File: config.mk
export PLATFORM = sky130hd
export DESIGN_NAME = energy_vad_segmenter
export DESIGN_NICKNAME = d
export VERILOG_FILES = /design/src/rtl/evs_pkg.sv /design/src/rtl/evs_decide.sv /design/src/rtl/energy_vad_segmenter.sv
export SDC_FILE = /design/constraint.sdc
export NUM_CORES = 1
export LEC_CHECK = 0
export BUFFER_PORTS_ARGS = -buffer_cell sky130_fd_sc_hd__buf_2
export CAP_MARGIN = 20
export CORE_MARGIN = 3
export CORE_UTILIZATION = 63
export CTS_CLUSTER_DIAMETER = 80
export DETAILED_ROUTE_END_ITERATION = 10
export PLACE_DENSITY = 0.82
export SYNTH_ARGS = -nofsm -noshare
export SYNTH_HDL_FRONTEND = slang
export SYNTH_SLANG_ARGS = --single-unit
File: constraint.sdc
create_clock -name clk -period 14.5 [get_ports clk]
set_clock_uncertainty 0.15 [all_clocks]
set_input_delay 1.45 -clock clk [delete_from_list [all_inputs] [get_ports clk]]
set_output_delay 1.45 -clock clk [all_outputs]
set_load 0.1 [all_outputs]
File: src/rtl/evs_pkg.sv
// Package for the energy VAD segmenter: configuration layout, register
// indexes, reset values and the per-sample state record.
// No dependencies.
package evs_pkg;

  // Field widths fixed by the interface
  localparam int SAMPLE_W    = 16;
  localparam int THRESH_W    = 16;
  localparam int CHUNK_W     = 16;
  localparam int RUN_W       = 8;
  localparam int MIN_SEG_W   = 22;
  localparam int POS_W       = 32;
  localparam int SUM_W       = 32;
  localparam int MAG_W       = 17;
  localparam int CFG_IDX_W   = 8;
  localparam int CFG_DATA_W  = 32;

  // Default saturation limit of the segment length counter
  localparam int MAX_SEGMENT_DEF = 2097152;

  // Register indexes on the configuration port
  localparam logic [CFG_IDX_W-1:0] REG_SPEECH_LEVEL      = 8'd0;
  localparam logic [CFG_IDX_W-1:0] REG_CHUNK_SAMPLES     = 8'd1;
  localparam logic [CFG_IDX_W-1:0] REG_SILENCE_CHUNKS    = 8'd2;
  localparam logic [CFG_IDX_W-1:0] REG_MIN_SEGMENT       = 8'd3;

  // Register reset values
  localparam logic [THRESH_W-1:0]  RST_SPEECH_LEVEL      = 16'd328;
  localparam logic [CHUNK_W-1:0]   RST_CHUNK_SAMPLES     = 16'd8000;
  localparam logic [RUN_W-1:0]     RST_SILENCE_CHUNKS    = 8'd2;
  localparam logic [MIN_SEG_W-1:0] RST_MIN_SEGMENT       = 22'd16000;

  localparam logic [RUN_W-1:0]     RUN_MAX = '1;

  typedef struct packed {
    logic [THRESH_W-1:0]  speech_level;
    logic [CHUNK_W-1:0]   chunk_samples;
    logic [RUN_W-1:0]     silence_chunks_to_close;
    logic [MIN_SEG_W-1:0] min_segment_samples;
  } cfg_t;

  // Stream state apart from the segment length, whose width follows a parameter
  typedef struct packed {
    logic             in_speech;
    logic [RUN_W-1:0] silent_run;
    logic [CHUNK_W-1:0] chunk_count;
    logic [SUM_W-1:0] level_sum;
    logic [POS_W-1:0] position;
  } stream_t;

endpackage

File: src/rtl/evs_decide.sv
// Per-sample decision logic of the VAD segmenter: chunk energy test,
// hangover count, segment close and report. Purely combinational.
// Depends on evs_pkg.
module evs_decide import evs_pkg::*; #(
  parameter int MAX_SEGMENT = MAX_SEGMENT_DEF,
  parameter int SEG_W       = $clog2(MAX_SEGMENT + 1)
) (
  input  cfg_t                 cfg,
  input  stream_t              st,
  input  logic [SEG_W-1:0]     seg_len,
  input  logic [SAMPLE_W-1:0]  sample,
  input  logic                 stream_end,
  output stream_t              st_nxt,
  output logic [SEG_W-1:0]     seg_len_nxt,
  output logic                 emit,
  output logic                 emit_at_end,
  output logic [SEG_W-1:0]     emit_len,
  output logic [POS_W-1:0]     emit_pos
);

  localparam logic [SEG_W-1:0] SEG_MAX = SEG_W'(MAX_SEGMENT);

  logic [MAG_W-1:0]   mag;
  logic [SUM_W-1:0]   sum_inc;
  logic [CHUNK_W-1:0] count_inc;
  logic [SEG_W-1:0]   seg_inc;
  logic [POS_W-1:0]   pos_inc;
  logic [SUM_W-1:0]   need;
  logic               chunk_end;
  logic               speech;
  logic [RUN_W-1:0]   run_inc;
  logic               close;
  logic               long_enough;

  // Magnitude; the most negative sample gives 32768
  assign mag = sample[SAMPLE_W-1] ? (MAG_W'(17'h10000) - {1'b0, sample}) : {1'b0, sample};

  // Running counters for this sample
  assign sum_inc   = st.level_sum + SUM_W'(mag);
  assign count_inc = st.chunk_count + CHUNK_W'(1);
  assign seg_inc   = (seg_len < SEG_MAX) ? seg_len + SEG_W'(1) : seg_len;
  assign pos_inc   = st.position + POS_W'(1);

  // Speech test: sum of levels against threshold times samples in chunk
  assign need      = SUM_W'(cfg.speech_level) * SUM_W'(count_inc);
  assign chunk_end = (count_inc >= cfg.chunk_samples) || stream_end;
  assign speech    = sum_inc >= need;

  // Hangover: silent chunks after speech
  assign run_inc = (st.silent_run < RUN_MAX) ? st.silent_run + RUN_W'(1) : st.silent_run;
  assign close   = chunk_end && !speech && st.in_speech &&
                   (run_inc >= cfg.silence_chunks_to_close);

  assign long_enough = 32'(seg_inc) >= 32'(cfg.min_segment_samples);

  // Report: silence close first, end of stream only if nothing closed
  assign emit        = long_enough && (close || stream_end);
  assign emit_at_end = !close;
  assign emit_len    = seg_inc;
  assign emit_pos    = pos_inc;

  // Next state
  always_comb begin
    st_nxt      = st;
    seg_len_nxt = seg_inc;
    st_nxt.position    = pos_inc;
    st_nxt.chunk_count = count_inc;
    st_nxt.level_sum   = sum_inc;
    if (chunk_end) begin
      st_nxt.chunk_count = '0;
      st_nxt.level_sum   = '0;
      if (speech) begin
        st_nxt.in_speech  = 1'b1;
        st_nxt.silent_run = '0;
      end else if (st.in_speech) begin
        st_nxt.silent_run = run_inc;
        if (close) begin
          st_nxt.in_speech  = 1'b0;
          st_nxt.silent_run = '0;
          seg_len_nxt       = '0;
        end
      end
    end
    // End of recording returns every counter to reset
    if (stream_end) begin
      st_nxt      = '0;
      seg_len_nxt = '0;
    end
  end

endmodule

File: src/rtl/energy_vad_segmenter.sv
// Energy-threshold VAD segmenter with hangover.
// A result word is registered: the sample word that closes the segment passes
// the input register, then the result register.
// Throughput: one sample word per cycle; the input stalls only while a report
// word waits on out_ready. Synchronous active-low reset restores register
// defaults and clears all stream state and both word valid flags.
module energy_vad_segmenter import evs_pkg::*; #(
  parameter int MAX_SEGMENT = MAX_SEGMENT_DEF,
  parameter int SEG_W       = $clog2(MAX_SEGMENT + 1)
) (
  input  logic                  clk,
  input  logic                  rst_n,
  // configuration writes
  input  logic                  cfg_valid,
  output logic                  cfg_ready,
  input  logic [CFG_IDX_W-1:0]  cfg_index,
  input  logic [CFG_DATA_W-1:0] cfg_wdata,
  // sample words
  input  logic                  in_valid,
  output logic                  in_ready,
  input  logic signed [SAMPLE_W-1:0] in_sample,
  input  logic                  in_stream_end,
  // segment reports
  output logic                  out_valid,
  input  logic                  out_ready,
  output logic [SEG_W-1:0]      out_segment_samples,
  output logic [POS_W-1:0]      out_end_position,
  output logic                  out_at_stream_end
);

  cfg_t                cfg_r;
  stream_t             st_r, st_nxt;
  logic [SEG_W-1:0]    seg_len_r, seg_len_nxt;

  logic                in_full_r;
  logic [SAMPLE_W-1:0] sample_r;
  logic                stream_end_r;

  logic                out_valid_r;
  logic [SEG_W-1:0]    out_len_r;
  logic [POS_W-1:0]    out_pos_r;
  logic                out_end_r;

  logic                advance;
  logic                emit;
  logic                emit_at_end;
  logic [SEG_W-1:0]    emit_len;
  logic [POS_W-1:0]    emit_pos;

  // Configuration registers, always ready
  assign cfg_ready = 1'b1;

  always_ff @(posedge clk) begin
    if (!rst_n) begin
      cfg_r.speech_level            <= RST_SPEECH_LEVEL;
      cfg_r.chunk_samples           <= RST_CHUNK_SAMPLES;
      cfg_r.silence_chunks_to_close <= RST_SILENCE_CHUNKS;
      cfg_r.min_segment_samples     <= RST_MIN_SEGMENT;
    end else if (cfg_valid && cfg_ready) begin
      case (cfg_index)
        REG_SPEECH_LEVEL:      cfg_r.speech_level <= cfg_wdata[THRESH_W-1:0];
        REG_CHUNK_SAMPLES:     cfg_r.chunk_samples <= cfg_wdata[CHUNK_W-1:0];
        REG_SILENCE_CHUNKS:    cfg_r.silence_chunks_to_close <= cfg_wdata[RUN_W-1:0];
        REG_MIN_SEGMENT:       cfg_r.min_segment_samples <= cfg_wdata[MIN_SEG_W-1:0];
        default: ;
      endcase
    end
  end

  // The registered sample moves on unless a report is still waiting
  assign advance  = in_full_r && (!out_valid_r || out_ready);
  assign in_ready = !in_full_r || advance;

  // Input register
  always_ff @(posedge clk) begin
    if (!rst_n) begin
      in_full_r <= 1'b0;
    end else if (in_ready) begin
      in_full_r <= in_valid;
    end
  end

  always_ff @(posedge clk) begin
    if (in_valid && in_ready) begin
      sample_r     <= in_sample;
      stream_end_r <= in_stream_end;
    end
  end

  evs_decide #(
    .MAX_SEGMENT (MAX_SEGMENT),
    .SEG_W       (SEG_W)
  ) u_decide (
    .cfg         (cfg_r),
    .st          (st_r),
    .seg_len     (seg_len_r),
    .sample      (sample_r),
    .stream_end  (stream_end_r),
    .st_nxt      (st_nxt),
    .seg_len_nxt (seg_len_nxt),
    .emit        (emit),
    .emit_at_end (emit_at_end),
    .emit_len    (emit_len),
    .emit_pos    (emit_pos)
  );

  // Stream state
  always_ff @(posedge clk) begin
    if (!rst_n) begin
      st_r      <= '0;
      seg_len_r <= '0;
    end else if (advance) begin
      st_r      <= st_nxt;
      seg_len_r <= seg_len_nxt;
    end
  end

  // Result register
  always_ff @(posedge clk) begin
    if (!rst_n) begin
      out_valid_r <= 1'b0;
    end else if (advance && emit) begin
      out_valid_r <= 1'b1;
    end else if (out_ready) begin
      out_valid_r <= 1'b0;
    end
  end

  always_ff @(posedge clk) begin
    if (advance && emit) begin
      out_len_r <= emit_len;
      out_pos_r <= emit_pos;
      out_end_r <= emit_at_end;
    end
  end

  assign out_valid           = out_valid_r;
  assign out_segment_samples = out_len_r;
  assign out_end_position    = out_pos_r;
  assign out_at_stream_end   = out_end_r;

endmodule

==> impl_metrics.yaml, run 1 <==
outcome:
  status: "finished, final reports clean"
cts:
  clk_path_buf_depth: 3
  cts_tree: "done"
  cts_resized: 0
  clockRootBuffer: "clkbuf_16"
  cts.clk_slew.worst_paths_ns: 0.06
  cts_hold_buf: 0
  clk_latency_ns: 0.57
  numCtsBuffers: 26
  cts_setup_buffers: 0
  cts.sink_count: 247
  htree_levels: 1
worst_setup_path:
  r2r_start: "st_r[64]"
  crit_end: "out_end_position[31]"
  cp-startpoint: "st_r[64]"
  crit_path_end_kind: "register"
  slowest_stage: "dfxtp_1"
  critPathArrivalTime_ns: 12.23
  reg2reg_slack_ns: 2.30
  cp_slowest_stage_delay_ns: 0.98
  start_kind: "register"
  required_ns: 14.53
  crit_type: "reg2reg"
  r2r-end: "out_end_position[31]"
  rr_worst_depth: 37
  crit_fanout: 41
routing:
  wl_per_cell_um: 17.9
  ant_nets: 0
  drc: 0
  wirelength_um: 53500
  firstDrtPassIters: 6
  vias: 17800
  drtIter0Drc: 1488
  via_per_inst: 5.93
placed_design:
  hpwl_um: 39500
  io_buffers: 108
  dpl-instance-area_um2: 23000
  gp_congestion: 0.932
synthesis:
  synthTopCellsByArea: "fa_1 18%, dfxtp_1 16%, ha_1 12%"
  yosysTopAreaCell: "fa_1"
  syn_nets: 2929
  syn_area_um2: 22100
  ys_seq_elements: 247
  synth_area_per_cell_um2: 8.94
  synth.distinct_cells: 74
  yosys.area.top_type_share: 0.177
  yosys_warnings: 0
  synth_flop_cell: "dfxtp_1"
  ys_seq_area_frac: 0.257
  syn_inst: 2468
  synth_edf_count: 72
  synthArstFlopShare: 0
global_routing:
  antenna_found_initial: 1
  grt_pass1_vias: 18400
  track_usage: 0.293
  grt_overflow: 0
  grt_pass1_wl_um: 88700
  grt_start_max_net_pins: 71
pwr:
  p_comb_frac: 0.100
  power.density_nw_per_um2: 65.8
  power_frac_seq: 0.459
  internal-power_uw: 1180
  p_sw_uw: 393
  clkPwrFrac: 0.440
  vdd_drop_max_uv: 104
  cellLeakagePower_uw: 0.0114
  netSwitchingFraction: 0.250
die:
  start_util: 0.648
  die_area_um2: 37300
  core_area_um2: 34000
  die_w_um: 193
  io_pins: 120
  rows: 67
  die_h_um: 193
sta:
  hold_viol_final: 0
  maxSlewHeadroom: 0.258
  fin_crit_ns: 12.20
  fmax_mhz: 82.0
  worst_pin_slew_ns: 1.11
  rsz0062_at_grt: "no"
  period_share: 0.841
  finalSetupTns_ns: 0
  setup_viol: 0
  drv_slew: 0
min_path:
  hp-class: "reg2reg"
layout:
  drive_above_1_share: 0.0876
  final_common_cell: "inv_1"
  stdcell_area_um2: 23900
  area_growth_pct: 8.50
  layout_common_cells: "333 x inv_1, 268 x nand2_1, 204 x ha_1, 195 x fa_1, 175 x dfxtp_1"
  nets: 2987
run:
  cap_viol_max_count: 0
## metal layers
layer,wire [um],GRT usage,vias to the layer above,share of wire
met5,0,0,-,0
met4,1960,0.113,0,0.037
met3,3870,0.0428,136,0.072
met2,25900,0.494,692,0.48
met1,21800,0.383,8599,0.41
li1,-,-,8335,-
## worst min-delay path by stage
stage | start | end | slack, ns | depth (start not counted)
3_5_place_dp | cfg_r[6] | cfg_r[6] | 0.30 | 2
2_1_floorplan | st_r[45] | st_r[45] | 0.28 | 2
6_report | st_r[38] | st_r[38] | 0.31 | 2
5_1_grt | st_r[32] | st_r[32] | 0.32 | 2
3_3_place_gp | st_r[38] | st_r[38] | 0.29 | 2
4_1_cts | st_r[38] | st_r[38] | 0.31 | 2
## critical path, delay by kind of cell, from the launching register on
kind	cells	cell delay, ns
XOR/XNOR	1	0.79
buffers and inverters	7	1.10
AO/OA/AOI/OAI	11	2.16
AND/OR/NAND/NOR	9	2.56
flip-flops	1	0.98
adder cells (fa/ha/maj)	9	3.98
## layout make-up
type | count | area (um^2)
diodes | 2 | 5.00
clock buffers | 37 | 768
clock inverters | 10 | 130
fillers | 2531 | 10100
inverters | 334 | 1260
multi-input cells | 1779 | 14800
flip-flops and latches | 247 | 5670
well taps | 448 | 561
repair buffers | 138 | 790
## cells in the mapped netlist (all sizes together) (42+ instances only)
| master | instances |
|---|---|
| xor2 | 46 |
| a21oi | 109 |
| nand2 | 269 |
| o21ai | 81 |
| ha | 204 |
| xnor2 | 82 |
| inv | 333 |
| dfxtp | 175 |
| mux2i | 42 |
| nand3 | 72 |
| clkbuf | 85 |
| and2 | 123 |
| nor2 | 131 |
| edfxtp | 72 |
| fa | 195 |
## kinds of logic after synthesis
kind of cell,count (synthesis),share of synthesized area
simple gates,803,0.183
flops,247,0.257
xor+xnor,128,0.0508
compound gates,404,0.119
buf+inv,442,0.0775
fa+ha+maj,399,0.293
mux,43,0.0196
other cells,2,0.000340
## flip-flops by register name, indices dropped and copies added (netlist names)
| register | count |
|---|---|
| st_r | 89 |
| cfg_r | 62 |
| out_end_position | 32 |
| out_segment_samples | 22 |
| seg_len_r | 22 |
| sample_r | 16 |
| in_full_r | 1 |
| out_at_stream_end | 1 |
| out_valid | 1 |
| stream_end_r | 1 |
## power by group through the flow
stage	Clock, uW	Sequential (uW)	Combinational, uW
2_1_floorplan	0	735	110
3_3_place_gp	0	738	146
3_5_place_dp	0	738	155
4_1_cts	700	723	156
5_1_grt	727	724	174
6_report	694	723	158
## metrics by stage
step                hold WS [ns]   util  std cells  worst slack, ns  power [uW]
global placement           0.294  0.676       2944             2.81         884
finish                     0.309  0.703       2995             2.30        1580
floorplan                  0.282      -       2468             3.04         845
CTS                        0.310  0.703       2993             2.45        1580
detailed placement         0.301  0.677       2946             2.57         893
global route               0.322  0.703       2993             1.72        1630
(Power assumes the default switching activity.)
==> run 2, diff against run 1 <==
==> constraint.sdc (replaced) <==
create_clock -name clk -period 11.4 [get_ports clk]
set_clock_uncertainty 0.15 [all_clocks]
set_input_delay 1.14 -clock clk [delete_from_list [all_inputs] [get_ports clk]]
set_output_delay 1.14 -clock clk [all_outputs]
set_load 0.1 [all_outputs]
==> impl_metrics.yaml, run 2 (synthesis gave the netlist of run 1 again) <==
worst_setup_path:
  rr_worst_depth: 33
  r2r_start: "st_r[66]"
  path_depth: 33
  crit_path_end_kind: "register"
  crit_type: "reg2reg"
  cp_common_cell: "fa_1"
  reg2reg_slack_ns: 0.86
  slowest_stage: "nor4_1"
  crit_end: "out_end_position[31]"
  crit_fanout: 55
  r2r-end: "out_end_position[31]"
  cp_slowest_stage_delay_ns: 0.64
  start_kind: "register"
  cp-startpoint: "st_r[66]"
  required_ns: 11.51
  critPathArrivalTime_ns: 10.65
  cp_top_family: "adder cells"
  crit_buf_inv: 6
sta:
  fmax_mhz: 94.8
  hold_viol_final: 0
  finalSetupTns_ns: 0
  worst_pin_slew_ns: 1.08
  setup_viol: 0
  rsz0062_at_grt: "no"
  period_share: 0.925
  drv_slew: 0
  maxSlewHeadroom: 0.276
  fin_crit_ns: 10.54
placed_design:
  placedCellCount: 2956
  hpwl_um: 39900
  dpl-instance-area_um2: 23100
  gp_congestion: 0.888
  io_buffers: 108
pwr:
  cellLeakagePower_uw: 0.0114
  vdd_drop_max_uv: 125
  p_sw_uw: 512
  power.total_uw: 2010
  p_comb_frac: 0.100
  internal-power_uw: 1500
  clkPwrFrac: 0.443
  netSwitchingFraction: 0.255
  power.density_nw_per_um2: 83.7
  power_frac_seq: 0.457
layout:
  area_growth_pct: 8.81
  drive_above_1_share: 0.0914
  regArea_um2: 5670
  final_common_cell: "inv_1"
  regMostFlops: "st_r"
  multi_input_area_um2: 14700
  largest_reg_flops: 89
  layout.cells.non_filler: 3009
  stdcell_area_um2: 24000
  fill_cells: 2595
  nets: 2999
  layout_common_cells: "333 x inv_1, 268 x nand2_1, 204 x ha_1, 195 x fa_1, 175 x dfxtp_1"
routing:
  drtIter0Drc: 1418
  ant_nets: 0
  firstDrtPassIters: 6
  wl_per_cell_um: 17.6
  wirelength_um: 52800
  vias: 17900
  drc: 0
  via_per_inst: 5.94
die:
  die_area_um2: 37300
  rows: 67
  die_w_um: 193
  start_util: 0.648
  die_h_um: 193
  io_pins: 120
  core_area_um2: 34000
cts:
  cts_setup_buffers: 0
  cts.clk_slew.worst_paths_ns: 0.06
  htree_levels: 1
  clockRootBuffer: "clkbuf_16"
  cts_resized: 0
  numCtsBuffers: 28
  clk_path_buf_depth: 3
  cts.sink_count: 247
  cts_tree: "done"
  clk_latency_ns: 0.57
  cts_hold_buf: 0
global_routing:
  grt_pass1_vias: 18200
  antenna_found_initial: 1
  grt_overflow: 0
  track_usage: 0.289
  grt_pass1_wl_um: 88100
  grt_start_max_net_pins: 80
min_path:
  hp-class: "reg2reg"
run:
  cap_viol_max_count: 0
outcome:
  status: "finished, final reports clean"
## run 2: cell count changes in the layout (fill, tap and decap cells not counted), sizes merged
cell / delta
buf: +10
bufinv: -2
clkbuf: +5
clkinv: -1
clkinvlp: +1
diode: -1
inv: +2
## run 2: power groups by stage
stage / Sequential (uW) / Clock, uW / Combinational (uW)
after CTS: 918 / 901 / 199
after global routing: 919 / 937 / 223
after floorplan: 935 / 0 / 140
after detailed placement: 938 / 0 / 197
final: 919 / 890 / 200
after global placement: 937 / 0 / 188
## run 2: cell type report
type,instances,area share
tap,448,0.0234
sequential,247,0.236
clock inverter,10,0.00422
clock buffer,42,0.0347
antenna,1,0.000104
multi-input combinational,1779,0.614
timing repair buffer,148,0.0356
inverter,334,0.0523
## run 2: worst register-to-register path: cells and delay by family (launching register included)
| kind | cells | cell delay (ns) |
|---|---|---|
| xor+xnor | 1 | 0.58 |
| simple gates | 13 | 2.92 |
| fa+ha+maj | 8 | 3.92 |
| flops | 1 | 0.49 |
| compound gates | 5 | 1.36 |
| buf+inv | 6 | 0.77 |
## run 2: worst min path at each step
stage | start | end | slack, ns | cells after the start
2_1_floorplan | st_r[45] | st_r[45] | 0.28 | 2
3_3_place_gp | st_r[38] | st_r[38] | 0.29 | 2
3_5_place_dp | cfg_r[15] | cfg_r[15] | 0.30 | 2
4_1_cts | cfg_r[15] | cfg_r[15] | 0.31 | 2
5_1_grt | cfg_r[15] | cfg_r[15] | 0.32 | 2
6_report | cfg_r[5] | cfg_r[5] | 0.31 | 2
## run 2: layer usage
metal  vias to the layer above  track usage  wire length (um)
li1                       8383            -                 -
met1                      8695        0.385             22200
met2                       659        0.492             25600
met3                       141       0.0334              3130
met4                         0        0.104              1890
met5                         -            0                 0
## run 2: per-stage QoR
step	util	setup WS, ns	hold slack [ns]
after floorplan	-	0.842	0.282
after global placement	0.678	1.36	0.293
after CTS	0.705	0.962	0.307
after global routing	0.705	0.300	0.319
after detailed placement	0.678	1.27	0.300
final	0.705	0.856	0.310
==> run 3, diff against run 2 <==
--- a/config.mk
+++ b/config.mk
@@ -8,10 +8,11 @@
 export BUFFER_PORTS_ARGS = -buffer_cell sky130_fd_sc_hd__buf_2
 export CAP_MARGIN = 20
 export CORE_MARGIN = 3
-export CORE_UTILIZATION = 63
+export CORE_UTILIZATION = 65
+export CTS_BUF_LIST = sky130_fd_sc_hd__clkbuf_8
 export CTS_CLUSTER_DIAMETER = 80
 export DETAILED_ROUTE_END_ITERATION = 10
-export PLACE_DENSITY = 0.82
+export PLACE_DENSITY = 0.84
 export SYNTH_ARGS = -nofsm -noshare
 export SYNTH_HDL_FRONTEND = slang
 export SYNTH_SLANG_ARGS = --single-unit
==> impl_metrics.yaml, run 3 (synthesis gave the netlist of run 1 again) <==
outcome:
  status: "finished, final reports clean"
pwr:
  cellLeakagePower_uw: 0.0114
  power.density_nw_per_um2: 78.8
  vdd_drop_max_uv: 90.2
worst_setup_path:
  crit_fanout: 20
  reg2reg_slack_ns: 1.01
  r2r_start: "st_r[64]"
  required_ns: 11.74
  cp_slowest_stage_delay_ns: 0.72
  start_kind: "register"
  crit_path_end_kind: "register"
  crit_type: "reg2reg"
  cp_common_cell: "fa_1"
  slowest_stage: "nor4_1"
  critPathArrivalTime_ns: 10.72
  rr_worst_depth: 35
  r2r-end: "seg_len_r[10]"
layout:
  area_growth_pct: 8.02
  fill_cells: 2333
  multi_input_area_um2: 14700
  largest_reg_flops: 89
  regMostFlops: "st_r"
  nets: 3011
  drive_above_1_share: 0.0933
  regArea_um2: 5670
  layout_common_cells: "350 x inv_1, 268 x nand2_1, 204 x ha_1, 195 x fa_1, 175 x dfxtp_1"
  num_antenna_cells: 0
  final_common_cell: "inv_1"
  stdcell_area_um2: 23800
  post-route-util: 0.723
die:
  io_pins: 120
  start_util: 0.669
  rows: 66
  die_h_um: 190
  core_area_um2: 32900
  die_w_um: 190
  die_area_um2: 36200
sta:
  rsz0062_at_grt: "no"
  maxSlewHeadroom: 0.249
  period_share: 0.911
  worst_pin_slew_ns: 1.12
  fin_crit_ns: 10.39
  setup_viol: 0
  finalSetupTns_ns: 0
  hold_viol_final: 0
  fmax_mhz: 96.3
  drv_slew: 0
cts:
  cts_tree: "done"
  clk_latency_ns: 0.56
  cts_resized: 0
  clk_path_buf_depth: 3
  cts_hold_buf: 0
  cts.clk_slew.worst_paths_ns: 0.06
  numCtsBuffers: 43
  cts.sink_count: 247
  htree_levels: 2
  clockRootBuffer: "clkbuf_8"
  cts_setup_buffers: 0
routing:
  vias: 18000
  via_per_inst: 5.95
  drtIter0Drc: 1260
  drc: 0
  ant_nets: 0
  firstDrtPassIters: 5
  wirelength_um: 53400
  wl_per_cell_um: 17.7
global_routing:
  grt_overflow: 0
  grt_pass1_vias: 18500
  grt_start_max_net_pins: 96
  grt_pass1_wl_um: 88900
  track_usage: 0.298
  antenna_found_initial: 0
min_path:
  holdPathStages: 2
  hp-class: "reg2reg"
  hold_start: "cfg_r[15]"
  min_to: "cfg_r[15]"
placed_design:
  io_buffers: 108
  dpl-instance-area_um2: 23000
  gp_congestion: 0.913
  hpwl_um: 40100
run:
  cap_viol_max_count: 0
run 3: cell types whose count changed in the layout (fill, tap and decap cells not counted), sizes merged:
cell      before  now
clkbuf        42   48
buf          148  145
inv          336  352
clkinv         6   12
clkinvlp       2    1
diode          1    0
run 3: cell type report:
cell class	count	area share
clock buffer	48	0.0277
clock inverter	31	0.00588
inverter	334	0.0527
multi-input combinational	1779	0.618
sequential	247	0.238
tap	442	0.0232
timing repair buffer	145	0.0349
run 3: worst max path at each step:
stage                         from                   end  depth (start not counted)
final                     st_r[64]         seg_len_r[10]                         35
after CTS                 st_r[65]         seg_len_r[10]                         35
after global placement    st_r[65]  out_end_position[25]                         37
after detailed placement  st_r[65]         seg_len_r[10]                         35
after global routing      st_r[65]         seg_len_r[10]                         35
after floorplan           st_r[65]     out_at_stream_end                         37
run 3: critical path: cells and delay by family (launching register included):
family          cells  cell delay (ns)
buf+inv             7             1.05
xor+xnor            1             0.14
compound gates      7             1.37
flops               1             0.42
simple gates       11             2.96
fa+ha+maj           9             4.22
run 3: report_power, final:
| group | switching, uW | internal [uW] |
|---|---|---|
| clock | 370 | 389 |
| combinational | 125 | 75.9 |
| sequential | 8.96 | 910 |
| total | 504 | 1370 |
run 3: per-layer routing:
metal,vias to the layer above,wire length (um),global-route usage
met4,0,1690,0.102
li1,8405,-,-
met5,-,0,0
met3,156,4010,0.0472
met2,777,26100,0.511
met1,8678,21700,0.386
run 3: through the flow:
stage                     instances  setup slack [ns]  power, uW  hold slack [ns]
after global placement         2946              1.54       1120            0.293
after detailed placement       2947              1.21       1130            0.299
after global routing           3026             0.364       1950            0.320
after floorplan                2468             0.842       1080            0.282
after CTS                      3026              1.11       1890            0.307
final                          3026              1.01       1880            0.305
